===== src/ilsc_pkg.sv =====
// Package for the INI line syntax checker.
// Holds the line flag type, the error codes and the character constants.
// No dependencies.
package ilsc_pkg;

  localparam int LINE_BITS_DEF = 16;
  localparam int LINE_NUM_W    = 16;
  localparam int CHAR_W        = 8;
  localparam int SKIP_W        = 2;
  localparam int IERR_W        = 3;
  localparam int EERR_W        = 2;

  localparam logic [SKIP_W-1:0] SKIP_RESET = 2'd3;

  localparam logic [CHAR_W-1:0] CH_SEMI   = 8'h3B;  // ';'
  localparam logic [CHAR_W-1:0] CH_LBRK   = 8'h5B;  // '['
  localparam logic [CHAR_W-1:0] CH_RBRK   = 8'h5D;  // ']'
  localparam logic [CHAR_W-1:0] CH_EQUALS = 8'h3D;  // '='
  localparam logic [CHAR_W-1:0] CH_SPACE  = 8'h20;  // ' '

  localparam logic [IERR_W-1:0] IERR_NONE         = 3'd0;
  localparam logic [IERR_W-1:0] IERR_AFTER_CLOSE  = 3'd1;
  localparam logic [IERR_W-1:0] IERR_DOUBLE_OPEN  = 3'd2;
  localparam logic [IERR_W-1:0] IERR_BEFORE_OPEN  = 3'd3;
  localparam logic [IERR_W-1:0] IERR_STRAY_CLOSE  = 3'd4;
  localparam logic [IERR_W-1:0] IERR_DOUBLE_EQ    = 3'd5;
  localparam logic [IERR_W-1:0] IERR_EQ_IN_SECT   = 3'd6;
  localparam logic [IERR_W-1:0] IERR_EMPTY_NAME   = 3'd7;

  localparam logic [EERR_W-1:0] EERR_NONE         = 2'd0;
  localparam logic [EERR_W-1:0] EERR_OPEN_BRACKET = 2'd1;
  localparam logic [EERR_W-1:0] EERR_NO_EQUALS    = 2'd2;

  typedef struct packed {
    logic cmt;       // comment seen
    logic brk;       // bracket open
    logic eol;       // only spaces may follow
    logic asg;       // '=' seen
    logic var_line;  // line may still be a variable line
    logic nsp;       // non-space seen
  } line_flags_t;

  localparam line_flags_t FLAGS_CLEAR = '{cmt: 1'b0, brk: 1'b0, eol: 1'b0, asg: 1'b0,
                                          var_line: 1'b1, nsp: 1'b0};

endpackage


===== src/ilsc_byte_step.sv =====
// Per-byte flag update of the INI line syntax checker.
// Pure combinational; depends on ilsc_pkg.
module ilsc_byte_step (
  input  ilsc_pkg::line_flags_t               flags,
  input  logic [ilsc_pkg::CHAR_W-1:0]         char_byte,
  output ilsc_pkg::line_flags_t               flags_nxt,
  output logic [ilsc_pkg::IERR_W-1:0]         err
);

  ilsc_pkg::line_flags_t f;

  always_comb begin
    f   = flags;
    err = ilsc_pkg::IERR_NONE;
    if (char_byte == ilsc_pkg::CH_SEMI) begin
      f.cmt = 1'b1;
      if (!f.nsp && !f.asg) begin
        f.var_line = 1'b0;
      end
    end
    if (f.eol && !f.cmt && char_byte != ilsc_pkg::CH_SPACE) begin
      err = ilsc_pkg::IERR_AFTER_CLOSE;
    end else if (char_byte == ilsc_pkg::CH_LBRK) begin
      if (f.brk) begin
        err = ilsc_pkg::IERR_DOUBLE_OPEN;
      end else if (f.nsp) begin
        err = ilsc_pkg::IERR_BEFORE_OPEN;
      end else begin
        f.brk      = 1'b1;
        f.var_line = 1'b0;
      end
    end else if (char_byte == ilsc_pkg::CH_RBRK) begin
      if (f.brk) begin
        f.brk = 1'b0;
        f.eol = 1'b1;
      end else begin
        err = ilsc_pkg::IERR_STRAY_CLOSE;
      end
    end else if (char_byte == ilsc_pkg::CH_EQUALS) begin
      // The empty-name test sees the name flag before '=' clears it.
      if (f.asg) begin
        err = ilsc_pkg::IERR_DOUBLE_EQ;
      end else if (f.brk) begin
        err = ilsc_pkg::IERR_EQ_IN_SECT;
      end else if (!f.nsp) begin
        err = ilsc_pkg::IERR_EMPTY_NAME;
      end else begin
        f.asg = 1'b1;
        f.nsp = 1'b0;
      end
    end else begin
      if (f.var_line && !f.nsp && char_byte != ilsc_pkg::CH_SPACE) begin
        f.nsp = 1'b1;
      end
    end
    flags_nxt = f;
  end

endmodule


===== config.mk =====
export PLATFORM = sky130hd
export DESIGN_NAME = ilsc_byte_step
export DESIGN_NICKNAME = d
export VERILOG_FILES = /design/src/ilsc_pkg.sv /design/src/ilsc_byte_step.sv
export SDC_FILE = /design/constraint.sdc
export NUM_CORES = 1
export LEC_CHECK = 0
export BUFFER_PORTS_ARGS = -buffer_cell sky130_fd_sc_hd__buf_2
export CORE_AREA = 5 5 42 44
export DETAILED_ROUTE_END_ITERATION = 10
export DIE_AREA = 0 0 47 49
export SYNTH_ARGS = -nofsm -noshare
export SYNTH_HDL_FRONTEND = slang
export SYNTH_SLANG_ARGS = --single-unit

===== constraint.sdc =====
create_clock -name vclk -period 1.95
set_input_delay 0.39 -clock vclk [all_inputs]
set_output_delay 0.39 -clock vclk [all_outputs]
set_load 0.01 [all_outputs]

## Yosys cells after proc, flatten, opt, wreduce, memory -nomap -nowiden

Cells that the tools add are included.
Widths: inputs -> output; s select.

- Bitwise operators: 0
- Reductions and logical operators: 8
- $mul: 0
- Muxes and demuxes: 34
- Shift-type cells: 0
- Magnitude comparators: 0
- Divide/modulo/power cells: 0
- Equality and inequality tests: 5
- $add $sub $neg: 0

Operators with widths:

| operator | number |
|---|---|
| $mux 3 | 8 |
| $mux 1 | 21 |
| $eq 8x6->1 const B | 2 |
| $eq 8x7->1 const B | 2 |
| $mux 2 | 4 |
| $ne 8x6->1 const B | 1 |
| $logic_and 1x1->1 | 5 |
| $mux 5 | 1 |
| $logic_not 1->1 | 3 |

- Flip-flop bits (word level): 0
- Bits in latches: 0
- Output and inout port bits: 9
- ROM bits: 0
- Bits of input ports: 14
- Word-level logic and storage cells: 47
- Memory bits (writable): 0
- Memories: 0

## Logic depth before layout (Yosys ltp)

- Word-level depth: 11
- Gate-level depth with buffers: 4
- Gate-level depth less buffers: 4

## Worst setup path after synthesis

OpenSTA, ideal clock, no wires.

- Path type: input port to output port
- Start: input port char_byte[4] (netlist bit)
- End: output port flags_nxt[0] (netlist bit)
- Stages on the path: 4
- Slack: -99 ps
- Required time: 1560 ps
- Arrival time: 1659 ps
- Path buffers: 0
- Cell sequence: or4_4 > a2111oi_4 > nor3b_1 > o32ai_2

RTL lines:

| item | line | source |
|---|---|---|
| from (decl) | ilsc_byte_step.sv:5 | `input logic [ilsc_pkg::CHAR_W-1:0] char_byte,` |
| to (decl) | ilsc_byte_step.sv:6 | `output ilsc_pkg::line_flags_t flags_nxt,` |

==> results by group <==
Run status
  • Status: complete, but fails checks
  • Failing checks: setup timing

Timing
  • Period utilization: 1.163
  • Final Setup Violations: 6
  • Tmin final: 2267 ps
  • Hold Worst Slack: 1088 ps
  • Worst slew pin tran: 486.7 ps
  • Max Fclk: 0.4410 GHz
  • Final Hold Vio Count: 0
  • Unrepaired setup endpoints after global routing: yes
  • Final setup margin: -317.4 ps
  • Final Max Tran Viols: 0
  • Max-slew headroom: 0.6731

Placement
  • Final HPWL DP: 990.8 um
  • Final Wtd Congestion: 0.8616
  • Setup Slack @ Placement: -346.1 ps
  • Count of input and output buffers: 23

Finish
  • Clock buffer count: 0
  • Register Area: 0 um^2
  • Final Net Count: 95
  • # diodes: 0
  • Area growth syn-to-layout: 81.53%
  • Layout cell share with drive strength beyond 1: 0.5316
  • Seq_cells: 0
  • # fillers: 150

Flow run
  • Max Cap Viol: 0

Yosys
  • Syn. warnings: 0
  • Synth top area cells: a2111oi_4 (8.8%), nand4b_1 (5.6%), o32ai_2 (5.2%)
  • Post-Syn Nets: 56
  • Cell Area, Synth: 311.5 um^2
  • Syn Area/Cell: 7.418 um^2
  • Synth cell types: 28
  • Area share of the leading cell type in the synthesized netlist: 0.08835
  • Sequential fraction of the synthesis area: 0
  • Post-Synthesis Cells: 42
  • Largest area contributor in the netlist: a2111oi_4

GRT
  • Largest net degree at the start of global routing: 8
  • Initial antenna violation count: 0
  • Global route total overflow: 0
  • First-pass GRT wire length: 1938 um
  • Number of global-route vias before repair: 480
  • Global Route Usage Sum: 0.1039

Min path
  • Hold Crit Class: in -> out
  • WHS Endpoint: flags_nxt[3]
  • HP Start: flags[3]
  • Hold Path Cell Cnt: 3

Critical path
  • CP Cell Sequence: buf_6, or4_4, a2111oi_4, nor3b_1, o32ai_2, buf_2
  • CP max stage delay: 550 ps
  • Crit path max-delay cell type: or4_4
  • Stages on the worst setup path: 6
  • Worst path bufs/invs: 2
  • Crit path launch type: input pin
  • Required time worst endpoint: 1560 ps
  • Crit path launch: char_byte[4]
  • CP Capture Type: output port
  • CP arrival: 1880 ps
  • CP top delay family: simple AND/OR/NAND/NOR gates
  • Critical path fanouts, max: 2
  • WS Path Type: in -> out

Route
  • Drt pass-1 iters: 4
  • Drt drc: 0
  • Drt total wl: 1180 um
  • Routed Antenna Nets: 0
  • Initial DRC Count: 10
  • Routed WL per cell: 12.42 um
  • Via-per-instance ratio: 5.084
  • Detailed-route via count: 483

Floorplan
  • Die ar.: 2303 um^2
  • Ports: 23
  • Die width: 47 um
  • Std cell rows: 14
  • Initial Util: 0.2223
  • Die H: 49 um
  • Core Region: 1401 um^2

Pwr
  • Peak VDD IR: 45.44 uV
  • Power Density: 161.9 nW/um^2
  • Leakage power: 0.2773 nW

CTS
  • Hold_buf cts: 0
[logic make-up after synthesis]
kind of cell           after synthesis  share of synthesized area
multiplexers                         1                    0.03213
AND/OR/NAND/NOR                     23                     0.4699
buffers and inverters                4                    0.04818
AO/OA/AOI/OAI                       14                     0.4498
[cells in the final DEF, fill, tap and decap left out]
master	netlist	layout
a2111oi_4	1	1
a211oi_1	1	1
a21o_1	1	1
a21oi_1	1	1
a22o_1	1	1
a32o_2	0	1
a41o_1	1	1
a41oi_1	1	1
and3b_1	1	1
buf_2	0	21
buf_4	0	14
buf_6	0	2
inv_1	4	4
mux2i_1	1	1
nand2_1	3	3
nand2b_1	2	2
nand4_1	1	1
nand4b_1	2	2
nor2_1	3	3
nor3_1	3	3
nor3b_1	2	2
nor4_1	1	1
o211ai_1	1	1
o22ai_1	1	1
o311a_1	1	1
o31ai_1	2	2
o32ai_2	1	1
or2b_1	1	1
or3_1	2	2
or3b_4	1	1
or4_4	1	1
[per-stage QoR]
step / utilization / total power (W) / TNS [ps] / instance area [um^2] / instances
after floorplan: - / 0.00003483 / -334.4 / 312.8 / 42
after global placement: 0.3893 / 0.00008643 / -1887 / 545.5 / 94
after detailed placement: 0.3893 / 0.00008705 / -1982 / 545.5 / 94
after CTS: 0.4036 / 0.00009167 / -1875 / 565.5 / 95
after global routing: 0.4036 / 0.0001000 / -2322 / 565.5 / 95
final: 0.4036 / 0.00009158 / -1827 / 565.5 / 95
[area by class of cell]
class | count | area [um^2] | share of cell area
repair buffers | 37 | 232.7 | 0.4115
inverters | 4 | 15.01 | 0.02655
well taps | 16 | 20.02 | 0.03540
multi-input cells | 38 | 297.8 | 0.5265
[power breakdown]
group | internal (W) | switching (W)
clock | 0 | 0
combinational | 0.0000478 | 0.0000438
sequential | 0 | 0
[routing by layer]
metal	vias up	GRT usage	share of wire
met5	-	0	0
met4	0	0	0
met3	0	0.007380	0.091
met2	19	0.1855	0.45
met1	216	0.1391	0.46
li1	248	-	-
[Yosys cell counts]
master / n
and3b_1: 1
or3_1: 2
o22ai_1: 1
nor3b_1: 2
nor3_1: 3
a41o_1: 1
o32ai_2: 1
a211oi_1: 1
or2b_1: 1
or4_4: 1
nand4b_1: 2
nand2_1: 3
a32o_1: 1
a21oi_1: 1
o31ai_1: 2
inv_1: 4
nor2_1: 3
o211ai_1: 1
nor4_1: 1
a21o_1: 1
a22o_1: 1
a2111oi_4: 1
or3b_4: 1
nand2b_1: 2
mux2i_1: 1
o311a_1: 1
nand4_1: 1
a41oi_1: 1
[repair_timing]
action                     CTS  global route
setup endpoints to repair    6             6
setup buffers                1             0
cloned                       0             0
gates resized for setup      2             0
pin swaps                    0             1
[worst max-delay path by stage]
stage	endpoint	slack, ps
finish	flags_nxt[0]	-320
detailed placement	flags_nxt[2]	-350
CTS	flags_nxt[2]	-330
global route	flags_nxt[0]	-420
floorplan	flags_nxt[0]	-80
global placement	err[1]	-330
No activity file was read; power rests on OpenSTA's default activity.
